<file path="src/hw/rtl/htn_pkg.sv">
// Shared types, character codes and the byte classifier of the HTML text normalizer.
// Used by htn_front, htn_back and html_text_normalizer.
package htn_pkg;

  localparam int unsigned ENTITY_SPAN_DEF = 9;

  localparam logic [7:0] CH_SPACE    = 8'h20;
  localparam logic [7:0] CH_LT       = 8'h3C;
  localparam logic [7:0] CH_GT       = 8'h3E;
  localparam logic [7:0] CH_AMP      = 8'h26;
  localparam logic [7:0] CH_SEMI     = 8'h3B;
  localparam logic [7:0] CH_DQUOTE   = 8'h22;
  localparam logic [7:0] CH_SQUOTE   = 8'h27;
  localparam logic [7:0] CH_BSLASH   = 8'h5C;
  localparam logic [7:0] CH_COMMA    = 8'h2C;
  localparam logic [7:0] CH_DOT      = 8'h2E;
  localparam logic [7:0] CH_BANG     = 8'h21;
  localparam logic [7:0] CH_QMARK    = 8'h3F;
  localparam logic [7:0] CH_LBRK     = 8'h5B;
  localparam logic [7:0] CH_RBRK     = 8'h5D;
  localparam logic [7:0] CH_LPAR     = 8'h28;
  localparam logic [7:0] CH_RPAR     = 8'h29;
  localparam logic [7:0] CH_UPPER_A  = 8'h41;
  localparam logic [7:0] CH_UPPER_Z  = 8'h5A;
  localparam logic [7:0] CASE_OFFSET = 8'h20;

  typedef enum logic [3:0] {
    CLS_CTRL,
    CLS_SPACE,
    CLS_LT,
    CLS_GT,
    CLS_AMP,
    CLS_SEMI,
    CLS_UPPER,
    CLS_QUOTE,
    CLS_ASCII,
    CLS_LEAD2,
    CLS_LEAD3,
    CLS_LEAD4,
    CLS_HIGH
  } cls_e;

  typedef enum logic [1:0] {
    MODE_TEXT,
    MODE_TAG,
    MODE_ENTITY
  } mode_e;

  typedef enum logic [1:0] {
    BK_FEED,
    BK_EMIT,
    BK_DONE
  } bk_st_e;

  typedef struct packed {
    logic [7:0] data;
    logic       last;
    cls_e       cls;
  } q_item_t;

  function automatic cls_e classify(input logic [7:0] b);
    cls_e c;
    if (b < CH_SPACE) c = CLS_CTRL;
    else if (b == CH_SPACE) c = CLS_SPACE;
    else if (b == CH_LT) c = CLS_LT;
    else if (b == CH_GT) c = CLS_GT;
    else if (b == CH_AMP) c = CLS_AMP;
    else if (b == CH_SEMI) c = CLS_SEMI;
    else if (b >= CH_UPPER_A && b <= CH_UPPER_Z) c = CLS_UPPER;
    else if (b == CH_DQUOTE || b == CH_SQUOTE) c = CLS_QUOTE;
    else if (b < 8'h80) c = CLS_ASCII;
    else if (b >= 8'hC0 && b <= 8'hDF) c = CLS_LEAD2;
    else if (b >= 8'hE0 && b <= 8'hEF) c = CLS_LEAD3;
    else if (b >= 8'hF0 && b <= 8'hF7) c = CLS_LEAD4;
    else c = CLS_HIGH;
    return c;
  endfunction

endpackage

</file>
<file path="src/hw/rtl/htn_front.sv">
// Front end of the normalizer: accepts input words, classifies each byte and
// holds them in a two-entry queue for the back end. Depends on htn_pkg.
module htn_front (
  input  logic             clk_i,
  input  logic             rst_ni,
  input  logic             in_valid_i,
  output logic             in_stall_o,
  input  logic [7:0]       in_byte_i,
  input  logic             in_last_i,
  output logic             q_valid_o,
  output htn_pkg::q_item_t q_item_o,
  input  logic             q_pop_i
);
  import htn_pkg::*;

  q_item_t    mem_q [2];
  logic       wr_q, wr_d, rd_q, rd_d;
  logic [1:0] cnt_q, cnt_d;
  logic       push, pop;

  assign in_stall_o = (cnt_q == 2'd2);
  assign q_valid_o  = (cnt_q != 2'd0);
  assign q_item_o   = mem_q[rd_q];

  always_comb begin
    push  = in_valid_i && !in_stall_o;
    pop   = q_pop_i && q_valid_o;
    wr_d  = push ? ~wr_q : wr_q;
    rd_d  = pop ? ~rd_q : rd_q;
    cnt_d = cnt_q + {1'b0, push} - {1'b0, pop};
  end

  always_ff @(posedge clk_i or negedge rst_ni) begin
    if (!rst_ni) begin
      wr_q  <= 1'b0;
      rd_q  <= 1'b0;
      cnt_q <= 2'd0;
    end else begin
      wr_q  <= wr_d;
      rd_q  <= rd_d;
      cnt_q <= cnt_d;
    end
  end

  always_ff @(posedge clk_i) begin
    if (push) begin
      mem_q[wr_q] <= '{data: in_byte_i, last: in_last_i, cls: classify(in_byte_i)};
    end
  end

endmodule

</file>
<file path="src/hw/rtl/htn_back.sv">
// Back end of the normalizer: scanning state machine, entity lookahead and replay,
// UTF-8 gathering and the output register. Depends on htn_pkg.
module htn_back #(
  parameter int unsigned SPAN = htn_pkg::ENTITY_SPAN_DEF
) (
  input  logic             clk_i,
  input  logic             rst_ni,
  input  logic             q_valid_i,
  input  htn_pkg::q_item_t q_item_i,
  output logic             q_pop_o,
  output logic             out_valid_o,
  input  logic             out_stall_i,
  output logic [7:0]       out_byte_o,
  output logic             has_byte_o,
  output logic             out_last_o
);
  import htn_pkg::*;

  localparam int unsigned IW = $clog2(SPAN);
  localparam int unsigned CW = $clog2(SPAN + 1);
  localparam logic [20:0] CP_IDEO_SPACE = 21'd12288;

  function automatic logic [8:0] map_cp(input logic [20:0] cp);
    logic [8:0] r;
    unique case (cp)
      21'd12289, 21'd65292, 21'd65306, 21'd65307, 21'd65374: r = {1'b1, CH_COMMA};
      21'd12290: r = {1'b1, CH_DOT};
      21'd65281: r = {1'b1, CH_BANG};
      21'd65311: r = {1'b1, CH_QMARK};
      21'd12304: r = {1'b1, CH_LBRK};
      21'd12305: r = {1'b1, CH_RBRK};
      21'd65288: r = {1'b1, CH_LPAR};
      21'd65289: r = {1'b1, CH_RPAR};
      default:   r = 9'd0;
    endcase
    return r;
  endfunction

  bk_st_e        st_q, st_d;
  mode_e         mode_q, mode_d;
  logic [7:0]    la_q [SPAN];
  logic [7:0]    la_d [SPAN];
  logic [7:0]    rp_q [SPAN];
  logic [7:0]    rp_d [SPAN];
  logic [CW-1:0] la_cnt_q, la_cnt_d, rp_n_q, rp_n_d, rp_idx_q, rp_idx_d;
  logic [31:0]   gat_q, gat_d, em_q, em_d;
  logic [2:0]    rem_q, rem_d, tot_q, tot_d, em_n_q, em_n_d;
  logic          lws_q, lws_d, fed_q, fed_d;
  logic          hold_v_q, hold_v_d;
  logic [7:0]    hold_q, hold_d;
  logic          out_v_q, out_v_d, out_has_q, out_has_d, out_last_q, out_last_d;
  logic [7:0]    out_byte_q, out_byte_d;

  logic          slot_free, feed_go, abort_go, done_go, emit_go;
  logic [31:0]   el;
  logic [2:0]    en;

  assign slot_free   = !out_v_q || !out_stall_i;
  assign out_valid_o = out_v_q;
  assign out_byte_o  = out_byte_q;
  assign has_byte_o  = out_has_q;
  assign out_last_o  = out_last_q;

  always_comb begin : datapath
    logic [31:0] g;
    logic [20:0] cp;
    logic [8:0]  mp;
    logic [7:0]  fb;
    logic [7:0]  lastb;
    cls_e        fc;
    mode_d     = mode_q;
    la_d       = la_q;
    rp_d       = rp_q;
    la_cnt_d   = la_cnt_q;
    rp_n_d     = rp_n_q;
    rp_idx_d   = rp_idx_q;
    gat_d      = gat_q;
    rem_d      = rem_q;
    tot_d      = tot_q;
    lws_d      = lws_q;
    fed_d      = fed_q;
    em_d       = em_q;
    em_n_d     = em_n_q;
    hold_v_d   = hold_v_q;
    hold_d     = hold_q;
    out_v_d    = out_v_q && out_stall_i;
    out_has_d  = out_has_q;
    out_last_d = out_last_q;
    out_byte_d = out_byte_q;
    q_pop_o    = 1'b0;
    feed_go    = 1'b0;
    abort_go   = 1'b0;
    done_go    = 1'b0;
    emit_go    = 1'b0;
    el         = 32'd0;
    en         = 3'd0;
    g          = 32'd0;
    cp         = 21'd0;
    mp         = 9'd0;
    lastb      = 8'd0;
    fb         = rp_q[rp_idx_q[IW-1:0]];
    fc         = classify(fb);

    if (st_q == BK_FEED) begin
      if (rp_idx_q < rp_n_q) begin
        feed_go  = 1'b1;
        rp_idx_d = rp_idx_q + 1'b1;
      end else if (q_valid_i && !fed_q) begin
        feed_go = 1'b1;
        fed_d   = 1'b1;
        fb      = q_item_i.data;
        fc      = q_item_i.cls;
      end else if (q_valid_i && q_item_i.last && mode_q == MODE_ENTITY) begin
        // End of document with an open entity: abort it and replay what it held.
        abort_go = 1'b1;
        rp_d     = la_q;
        rp_n_d   = la_cnt_q;
        rp_idx_d = '0;
        mode_d   = MODE_TEXT;
        la_cnt_d = '0;
        el       = {CH_AMP, 24'd0};
        en       = 3'd1;
      end else if (q_valid_i) begin
        done_go = 1'b1;
        if (q_item_i.last) begin
          mode_d   = MODE_TEXT;
          la_cnt_d = '0;
          gat_d    = 32'd0;
          rem_d    = 3'd0;
          tot_d    = 3'd0;
          lws_d    = 1'b0;
        end
      end
    end

    if (feed_go) begin
      unique case (mode_q)
        MODE_TAG: begin
          if (fc == CLS_GT) mode_d = MODE_TEXT;
        end
        MODE_ENTITY: begin
          if (fc == CLS_SEMI) begin
            mode_d   = MODE_TEXT;
            la_cnt_d = '0;
          end else begin
            la_d[la_cnt_q[IW-1:0]] = fb;
            if (la_cnt_q == CW'(SPAN - 1)) begin
              // No semicolon within the span: write '&' and replay the buffer.
              for (int i = 0; i < SPAN; i++) rp_d[i] = la_d[i];
              rp_n_d   = CW'(SPAN);
              rp_idx_d = '0;
              mode_d   = MODE_TEXT;
              la_cnt_d = '0;
              el       = {CH_AMP, 24'd0};
              en       = 3'd1;
            end else begin
              la_cnt_d = la_cnt_q + 1'b1;
            end
          end
        end
        default: begin
          if (rem_q != 3'd0) begin
            g     = {gat_q[23:0], fb};
            rem_d = rem_q - 3'd1;
            if (rem_q == 3'd1) begin
              unique case (tot_q)
                3'd2:    cp = {10'd0, g[12:8], g[5:0]};
                3'd3:    cp = {5'd0, g[19:16], g[13:8], g[5:0]};
                default: cp = {g[26:24], g[21:16], g[13:8], g[5:0]};
              endcase
              mp = map_cp(cp);
              if (mp[8]) begin
                el = {mp[7:0], 24'd0};
                en = 3'd1;
              end else if (cp == CP_IDEO_SPACE) begin
                if (!lws_q) begin
                  el = {CH_SPACE, 24'd0};
                  en = 3'd1;
                end
              end else begin
                unique case (tot_q)
                  3'd2: begin
                    el = {g[15:0], 16'd0};
                    en = 3'd2;
                  end
                  3'd3: begin
                    el = {g[23:0], 8'd0};
                    en = 3'd3;
                  end
                  default: begin
                    el = g;
                    en = 3'd4;
                  end
                endcase
              end
              gat_d = 32'd0;
              tot_d = 3'd0;
            end else begin
              gat_d = g;
            end
          end else begin
            unique case (fc)
              CLS_CTRL: ;
              CLS_SPACE: begin
                if (!lws_q) begin
                  el = {CH_SPACE, 24'd0};
                  en = 3'd1;
                end
              end
              CLS_LT: mode_d = MODE_TAG;
              CLS_AMP: begin
                mode_d   = MODE_ENTITY;
                la_cnt_d = '0;
              end
              CLS_UPPER: begin
                el = {fb + CASE_OFFSET, 24'd0};
                en = 3'd1;
              end
              CLS_QUOTE: begin
                el = {CH_BSLASH, fb, 16'd0};
                en = 3'd2;
              end
              CLS_LEAD2: begin
                gat_d = {24'd0, fb};
                tot_d = 3'd2;
                rem_d = 3'd1;
              end
              CLS_LEAD3: begin
                gat_d = {24'd0, fb};
                tot_d = 3'd3;
                rem_d = 3'd2;
              end
              CLS_LEAD4: begin
                gat_d = {24'd0, fb};
                tot_d = 3'd4;
                rem_d = 3'd3;
              end
              default: begin
                el = {fb, 24'd0};
                en = 3'd1;
              end
            endcase
          end
        end
      endcase
    end

    if (en != 3'd0) begin
      unique case (en)
        3'd1:    lastb = el[31:24];
        3'd2:    lastb = el[23:16];
        3'd3:    lastb = el[15:8];
        default: lastb = el[7:0];
      endcase
      em_d   = el;
      em_n_d = en;
      lws_d  = (lastb == CH_SPACE);
    end

    // The newest byte waits in the hold register so that the last one of a
    // document can be flagged once the word is fully processed.
    if (st_q == BK_EMIT && (!hold_v_q || slot_free)) begin
      emit_go = 1'b1;
      if (hold_v_q) begin
        out_v_d    = 1'b1;
        out_byte_d = hold_q;
        out_has_d  = 1'b1;
        out_last_d = 1'b0;
      end
      hold_d   = em_q[31:24];
      hold_v_d = 1'b1;
      em_d     = {em_q[23:0], 8'd0};
      em_n_d   = em_n_q - 3'd1;
    end

    if (st_q == BK_DONE && slot_free) begin
      q_pop_o  = 1'b1;
      fed_d    = 1'b0;
      hold_v_d = 1'b0;
      if (q_item_i.last || hold_v_q) begin
        out_v_d    = 1'b1;
        out_byte_d = hold_v_q ? hold_q : 8'd0;
        out_has_d  = hold_v_q;
        out_last_d = q_item_i.last;
      end
    end
  end

  always_comb begin : next_state
    st_d = st_q;
    unique case (st_q)
      BK_FEED: begin
        if (abort_go || (feed_go && en != 3'd0)) st_d = BK_EMIT;
        else if (done_go) st_d = BK_DONE;
      end
      BK_EMIT: begin
        if (emit_go && em_n_q == 3'd1) st_d = BK_FEED;
      end
      BK_DONE: begin
        if (slot_free) st_d = BK_FEED;
      end
      default: st_d = BK_FEED;
    endcase
  end

  always_ff @(posedge clk_i or negedge rst_ni) begin
    if (!rst_ni) begin
      st_q     <= BK_FEED;
      mode_q   <= MODE_TEXT;
      la_cnt_q <= '0;
      rp_n_q   <= '0;
      rp_idx_q <= '0;
      gat_q    <= 32'd0;
      rem_q    <= 3'd0;
      tot_q    <= 3'd0;
      lws_q    <= 1'b0;
      fed_q    <= 1'b0;
      em_n_q   <= 3'd0;
      hold_v_q <= 1'b0;
      out_v_q  <= 1'b0;
    end else begin
      st_q     <= st_d;
      mode_q   <= mode_d;
      la_cnt_q <= la_cnt_d;
      rp_n_q   <= rp_n_d;
      rp_idx_q <= rp_idx_d;
      gat_q    <= gat_d;
      rem_q    <= rem_d;
      tot_q    <= tot_d;
      lws_q    <= lws_d;
      fed_q    <= fed_d;
      em_n_q   <= em_n_d;
      hold_v_q <= hold_v_d;
      out_v_q  <= out_v_d;
    end
  end

  always_ff @(posedge clk_i) begin
    la_q       <= la_d;
    rp_q       <= rp_d;
    em_q       <= em_d;
    hold_q     <= hold_d;
    out_byte_q <= out_byte_d;
    out_has_q  <= out_has_d;
    out_last_q <= out_last_d;
  end

  a_la_cnt: assert property (@(posedge clk_i) disable iff (!rst_ni)
    la_cnt_q < CW'(SPAN)) else $error("lookahead count reached the entity span");

  a_utf8_text: assert property (@(posedge clk_i) disable iff (!rst_ni)
    (rem_q != 3'd0) |-> (mode_q == MODE_TEXT)) else $error("UTF-8 gather outside text");

  a_feed_empty: assert property (@(posedge clk_i) disable iff (!rst_ni)
    (st_q == BK_FEED) |-> (em_n_q == 3'd0)) else $error("feeding with bytes pending");

  a_empty_last: assert property (@(posedge clk_i) disable iff (!rst_ni)
    (out_v_q && !out_has_q) |-> (out_last_q && out_byte_q == 8'd0))
    else $error("empty result that is not the document end");

  a_pop_valid: assert property (@(posedge clk_i) disable iff (!rst_ni)
    q_pop_o |-> (q_valid_i && fed_q)) else $error("queue popped before the word was fed");

endmodule

</file>
<file path="src/hw/rtl/html_text_normalizer.sv">
// HTML text normalizer top level: the front queue and the back-end engine.
// Depends on htn_pkg, htn_front and htn_back.
//
// Usage: the input channel (in_valid_i / in_stall_o) takes one document byte per
// word, with in_last_i set on the final byte. The output channel (out_valid_o /
// out_stall_i) gives normalized bytes; has_byte_o is low only on the empty word
// that closes a document whose final byte produced nothing, and out_last_o marks the final
// word of each document.
// Operation: the engine scans a byte, writes each byte that it produces and
// then closes the word; a dropped byte is only scanned and closed. An aborted
// entity first writes its '&' (after an extra abort step when the end of the
// document aborts it), then scans each replayed byte (up to ENTITY_SPAN) and
// writes their bytes. A byte's output appears once the next written byte or
// the end of its word pushes it out of the hold stage.
// The two-entry front queue keeps accepting while the engine works, until both entries are full.
// Reset clears the queue, the scan state and the output register; the first
// byte may be presented in the cycle after reset is released.
// A stalled output holds its word; the engine then waits and the queue fills,
// after which in_stall_o rises.
module html_text_normalizer #(
  parameter int unsigned ENTITY_SPAN = htn_pkg::ENTITY_SPAN_DEF
) (
  input  logic       clk_i,
  input  logic       rst_ni,
  input  logic       in_valid_i,
  output logic       in_stall_o,
  input  logic [7:0] in_byte_i,
  input  logic       in_last_i,
  output logic       out_valid_o,
  input  logic       out_stall_i,
  output logic [7:0] out_byte_o,
  output logic       has_byte_o,
  output logic       out_last_o
);
  import htn_pkg::*;

  logic    q_valid, q_pop;
  q_item_t q_item;

  htn_front u_front (
    .clk_i      (clk_i),
    .rst_ni     (rst_ni),
    .in_valid_i (in_valid_i),
    .in_stall_o (in_stall_o),
    .in_byte_i  (in_byte_i),
    .in_last_i  (in_last_i),
    .q_valid_o  (q_valid),
    .q_item_o   (q_item),
    .q_pop_i    (q_pop)
  );

  htn_back #(
    .SPAN (ENTITY_SPAN)
  ) u_back (
    .clk_i       (clk_i),
    .rst_ni      (rst_ni),
    .q_valid_i   (q_valid),
    .q_item_i    (q_item),
    .q_pop_o     (q_pop),
    .out_valid_o (out_valid_o),
    .out_stall_i (out_stall_i),
    .out_byte_o  (out_byte_o),
    .has_byte_o  (has_byte_o),
    .out_last_o  (out_last_o)
  );

endmodule
</file>
<file path="config.mk">
export PLATFORM = sky130hd
export DESIGN_NAME = html_text_normalizer
export DESIGN_NICKNAME = d
export VERILOG_FILES = /design/src/hw/rtl/htn_pkg.sv /design/src/hw/rtl/htn_front.sv /design/src/hw/rtl/htn_back.sv /design/src/hw/rtl/html_text_normalizer.sv
export SDC_FILE = /design/constraint.sdc
export NUM_CORES = 1
export LEC_CHECK = 0
export BUFFER_PORTS_ARGS = -buffer_cell sky130_fd_sc_hd__buf_2
export CORE_MARGIN = 3
export CORE_UTILIZATION = 49
export CTS_CLUSTER_DIAMETER = 200
export DETAILED_ROUTE_END_ITERATION = 16
export GPL_TIMING_DRIVEN = 0
export HOLD_SLACK_MARGIN = 0.06
export PLACE_DENSITY = 0.75
export SLEW_MARGIN = 20
export SYNTH_ARGS = -nofsm -noshare
export SYNTH_HDL_FRONTEND = slang
export SYNTH_SLANG_ARGS = --single-unit
</file>
<file path="constraint.sdc">
create_clock -name clk_i -period 19.7 [get_ports clk_i]
set_input_delay 4.925 -clock clk_i [delete_from_list [all_inputs] [get_ports clk_i]]
set_output_delay 4.925 -clock clk_i [all_outputs]
set_load 0.01 [all_outputs]
</file>
Word-level counts from Yosys, hierarchy flattened
Memories as Yosys holds them, arrays and structs flattened.
Cells that the tools add are included.
{"block": "totals", "ff_bits": 259, "latchBits": 0, "mem_bits_rw": 26, "mem_bits_ro": 0, "inputBits": 13, "mem_count": 1}
{"block": "op_classes", "addsub": 7, "mul": 0, "div": 0, "n_lt_le_gt_ge": 24, "n_eq_ne": 58, "shift": 0, "mux": 215, "n_bitwise": 5, "n_reduce_logical": 50}
{"name": "u_front.mem_q", "depth": 2, "width": 13, "read_ports": 1, "rd_clocked_by_memory_dff": 0, "wr": 1, "line_no": "htn_front.sv:16", "text": "q_item_t mem_q [2];"}
{"operator": "$mux 32", "n": 24}
{"operator": "$mux 72", "n": 8}
{"operator": "$mux 4", "n": 53}
{"operator": "$eq 21x16->1 const B", "n": 8}
{"operator": "$pmux 32 s2", "n": 2}
{"operator": "$pmux 32 s4", "n": 1}
{"operator": "$eq 8x6->1 const B", "n": 15}
{"operator": "$eq 21x14->1 const B", "n": 5}
{"operator": "$mux 3", "n": 34}
{"operator": "$mux 8", "n": 12}
{"operator": "$mux 21", "n": 4}
{"operator": "$bwmux 72", "n": 1}
{"operator": "$pmux 9 s8", "n": 1}
{"operator": "$ge 8x8->1 const B", "n": 6}
{"operator": "$le 8x8->1 const B", "n": 6}
{"operator": "$mux 1", "n": 42}
{"operator": "$pmux 21 s2", "n": 1}
{"operator": "$mux 9", "n": 4}
{"operator": "$bmux 8 s4", "n": 1}
{"operator": "$demux 8 s4", "n": 1}
{"operator": "$mux 2", "n": 15}
{"operator": "$mux 30", "n": 1}
{"operator": "$pmux 3 s3", "n": 3}
{"operator": "$pmux 8 s3", "n": 1}
{"operator": "other kinds (42)", "n": 110}

Longest topological paths before layout
{"block": "depth", "word_depth": 32, "ltp_mapped": 21}

By module
From an unflattened synthesis, not the netlist that was laid out.
{"block": "unflattened", "hier_cells": 1598, "hier_area_um2": 14734.1}
{"module": "htn_back", "n_inst": 1, "cells_each": 1508, "area_each_um2": 13402.9}
{"module": "htn_front", "n_inst": 1, "cells_each": 90, "area_each_um2": 1331.3}

Worst setup path after synthesis
No wires, ideal clock.
{"block": "synth_path", "path_type": "input to register", "from": "input out_stall_i", "to": "register u_back.em_q[10], enable pin", "t_arrival_ps": 6118, "t_required_ps": 19321, "setup_slack_ps": 13203, "stages": 7, "n_path_buf": 2, "path_cell_list": "nand3_1 > and3b_1 > clkbuf_1 > nand2b_1 > nor3_2 > buf_4 > inv_1"}
{"block": "synth_via", "elab_chain_cells": 5}
{"item": "start, declared", "line_no": "html_text_normalizer.sv:30", "text": "input logic out_stall_i,"}
{"item": "$logic_not 1->1", "line_no": "htn_back.sv:58", "text": "assign slot_free = !out_v_q || !out_stall_i;"}
{"item": "$logic_or 1x1->1", "line_no": "htn_back.sv:58"}
{"item": "$logic_or 1x1->1", "line_no": "htn_back.sv:262", "text": "if (st_q == BK_EMIT && (!hold_v_q || slot_free)) begin"}
{"item": "$logic_and 1x1->1", "line_no": "htn_back.sv:262"}
{"item": "$reduce_bool 2->1 (no source line)"}
{"item": "end signal, assigned", "line_no": "htn_back.sv:341", "text": "em_q <= em_d;"}
{"item": "end, declared", "line_no": "htn_back.sv:46", "text": "logic [31:0] gat_q, gat_d, em_q, em_d;"}
No other way between the ends.
A chain may end at the register's enable or synchronous reset.

Worst setup path after layout
{"block": "layout_path", "from": "register u_front.cnt_q[0]", "to": "output in_stall_o"}
{"block": "layout_via", "elab_chain_cells": 1}
{"item": "start, declared", "line_no": "htn_front.sv:18", "text": "logic [1:0] cnt_q, cnt_d;"}
{"item": "start signal, assigned", "line_no": "htn_front.sv:41", "text": "cnt_q <= cnt_d;"}
{"item": "$eq 2x2->1", "line_no": "htn_front.sv:21", "text": "assign in_stall_o = (cnt_q == 2'd2);"}
{"item": "end, declared", "line_no": "html_text_normalizer.sv:26", "text": "output logic in_stall_o,"}
No other way between the ends.

==> metrics.md <==
| Metric | Value |
|---|---|
| Outcome | `complete, no violations` |
| FF+latch area | `0.007132 mm2` |
| Critical path class | `register to primary output` |
| Avg Synthesized Cell Area | `9.181 um2` |
| Post-synth EDFFs | `130` |
| RSZ-0062 raised after global routing | `false` |
| CTS tree | `yes` |
| Max Cap Viol | `0` |
| Logic pwr share | `46.1%` |
| Number of setup violations in the final report | `0` |
| Hpwl dp | `31.66 mm` |
| Post-cts sizing count | `0` |
| Worst r2r src | `u_back.rp_idx_q[0]` |
| Vias per cell | `6.342` |
| P_sw | `1288 uW` |
| Multi-input logic area | `0.006888 mm2` |
| Critical Path Source | `u_front.cnt_q[0]` |
| Root Driver | `clkbuf_16` |
| Final core utilization | `56.60%` |
| Vias in the first global route | `11.81k` |
| CP required | `14.78 ns` |
| Final Cycle Share | `32.35%` |
| CP max stage delay | `0.49 ns` |
| Worst-Skew Late Latency | `0.58 ns` |
| ANT nets after route | `0` |
| CTS max path bufs | `3` |
| Crit path to | `in_stall_o` |
| Initial antenna violation count | `0` |
| First-pass GRT wire length | `68.74 mm` |
| Critical path startpoint category | `register` |
| WP data arrival | `1.45 ns` |
| Initial DRC count | `1550` |
| I/O pin cnt | `25` |
| Pwr/cell area | `176.9 mW/mm2` |
| Main synth FF type | `edfxtp_1` |
| Switch share | `44.21%` |
| Flop pwr share | `32.4%` |
| Min-delay worst type | `register to register` |
| Initial Utilization | `50.34%` |
| Core area | `0.02909 mm2` |
| Pleak | `0.006189 uW` |
| Setup tns final | `0 ns` |
| Worst-path cell with the longest stage delay | `dfrtp_1` |
| Design area | `0.01646 mm2` |
| Worst-path cell chain | `inv_1, nand2_1, inv_1, buf_2` |
| Synth top cells by count | `nand2_1 (354), o21ai_0 (139), edfxtp_1 (130)` |
| Reg-to-reg endpoint | `u_back.em_q[17]` |
| Final hold violation count | `0` |
| Final WL | `44.65 mm` |
| Clk sink count | `277` |
| Nets | `1686` |
| Ant diodes | `0` |
| CTS buffer count | `30` |
| Synth Cell Area | `0.01464 mm2` |
| Worst setup EP type | `primary output` |
| DR WL/cell | `21.64 um` |
| IO Port Bufs | `24` |
| Post-CTS Setup Bufs | `0` |
| Number of fill cells | `2524` |
| Final slew viol count | `0` |
| Reg2reg setup slack | `14.25 ns` |
| Internal power | `1625 uW` |
| First-pass DRT Iterations | `6` |
| CTS hold repair buffers | `0` |
| Maximum fanout along the worst path | `3` |
| Final GP Congestion | `0.9720` |
| Post-synth cell types | `97` |
| Hold slack final | `0.4200 ns` |
| Area contributors post-synth | `edfxtp_1 (27%), dfxtp_1 (12%), dfrtp_1 (9.7%)` |
| Clk pwr share | `21.6%` |
| H-tree depth | `1` |
| GRT overflow | `0` |
| Mapped Cells | `1595` |
| Num rows | `62` |
| Number of buffers and inverters on the critical path | `3` |
| Largest net degree at the start of global routing | `58` |
| Clk_skew | `0.02027 ns` |
| Synth Net Count | `1626` |
| Vert. Die Dim | `178.9 um` |
| Area of the die | `0.03200 mm2` |
| Count leader, synth | `nand2_1` |
| Peak Freq | `0.1569 GHz` |
| Hold Crit Depth | `0` |
| Die Width | `178.9 um` |
| Share of layout cells above drive strength 1 | `8.993%` |
| Area Growth Syn to Fin | `12.43%` |
| Sequential-to-total area share from yosys stat | `48.70%` |
| Top delay family on crit path | `flip-flops` |
| Yosys top cell area share | `26.66%` |
| Crit-path most repeated cell | `inv_1` |
| Worst VDD drop | `0.09676 mV` |
| Worst Reg2Reg Path Length in Cells | `17` |
| Clk slew on worst S/H paths | `0.06 ns` |
| Residual DRC | `0` |
| Fin crit period | `6.373 ns` |
| Yosys warns | `0` |
| Gr usage total | `27.52%` |
| Post-DP Area | `0.01534 mm2` |
| Post-synthesis async set-or-reset flop share | `20.58%` |
| Worst slew pin tran | `1.312 ns` |
| Slew headroom | `12.38%` |
| Via count | `13.08k` |
| Area leader, netlist | `edfxtp_1` |
| Worst path depth | `4` |
| Total Power | `2913 uW` |
| FF+latch count, synth | `277` |
[state kept, by name, summed over array words and instances (netlist names), 2 cells and up]
signal	flops
u_back.mode_q	2
u_back.rem_q	3
u_back.rp_n_q	4
u_back.rp_q	72
u_back.rp_idx_q	4
u_back.hold_q	8
u_back.out_byte_o	8
u_front.cnt_q	2
u_back.tot_q	3
u_back.la_cnt_q	4
u_back.la_q	72
u_back.em_q	32
u_back.em_n_q	3
u_front.mem_q	26
u_back.st_q	2
u_back.gat_q	24
[stage by stage]
stage / worst slack, ns / instances
6_report: 13.33 / 2063
5_1_grt: 13.11 / 2063
4_1_cts: 13.34 / 2063
3_5_place_dp: 12.79 / 2007
3_3_place_gp: 11.14 / 2003
2_1_floorplan: 13.20 / 1595
[cell usage in the layout, fill, tap and decap left out, types with 12 or more instances in the layout]
cell / instances
a21oi_1: 47
a22o_1: 27
a22oi_1: 23
a31oi_1: 76
buf_1: 12
buf_2: 34
buf_6: 12
clkbuf_1: 72
clkbuf_16: 30
dfrtp_1: 57
dfxtp_1: 90
edfxtp_1: 130
ha_1: 18
inv_1: 24
mux2i_1: 49
nand2_1: 354
nand2b_1: 13
nand3_1: 42
nor2_1: 127
nor3_1: 18
o211ai_1: 16
o21ai_0: 139
o22ai_1: 15
[routing by layer]
metal / wire length, um / GRT usage, % / up-vias / part of all wire, %
met1: 19240 / 41.70 / 6295 / 43
met2: 19400 / 41.05 / 746 / 43
met4: 1103 / 6.916 / 0 / 2.5
met5: 0 / 0 / - / 0
met3: 4900 / 4.532 / 91 / 11
li1: - / - / 5951 / -
[power groups by stage]
stage          logic (uW)  clock network, uW  registers, uW
2_1_floorplan         861                  0            905
3_3_place_gp         1260                  0            945
3_5_place_dp         1290                  0            944
4_1_cts              1290                635            937
5_1_grt              1420                659            957
6_report             1340                629            943
[worst register-to-register path, cell delays in order (launching register included)]
cell and delay [ns]:
dfrtp_1 0.37, buf_6 0.17, buf_8 0.19, buf_6 0.22, mux2i_1 0.32, o22ai_1 0.22, o21bai_1 0.35, nand2_1 0.25
o31ai_1 0.79, nand2_1 0.25, nor3b_2 0.46, nand3_1 0.18, o31ai_1 0.11, a22oi_1 0.11, o221a_2 0.31, nor3_2 0.17
buf_4 0.20, inv_1 0.39
[cells by family after synthesis]
family,Yosys count,share of synthesized area (%)
buffers and inverters,133,4.332
XOR/XNOR,10,0.5981
multiplexers,56,4.195
adder cells (fa/ha/maj),18,1.538
AO/OA/AOI/OAI,452,20.96
flip-flops,277,48.70
AND/OR/NAND/NOR,649,19.68
[worst min path at each step]
stage	startpoint	end	slack [ns]
5_1_grt	u_back.em_q[27]	u_back.hold_q[3]	0.43
3_5_place_dp	u_back.em_q[26]	u_back.hold_q[2]	0.41
2_1_floorplan	u_back.em_q[24]	u_back.hold_q[0]	0.40
6_report	u_back.em_q[25]	u_back.hold_q[1]	0.42
4_1_cts	u_back.em_q[26]	u_back.hold_q[2]	0.42
3_3_place_gp	u_back.em_q[29]	u_back.hold_q[5]	0.40
[final cells by class]
type,instances,share of cell area [%]
clock buffers,40,5.031
flip-flops and latches,277,43.32
inverters,25,0.5700
well taps,384,2.918
repair buffers,28,1.292
plain buffers,108,3.283
multi-input cells,1185,41.83
clock inverters,16,1.755
No activity file was read; power rests on OpenSTA's default activity.
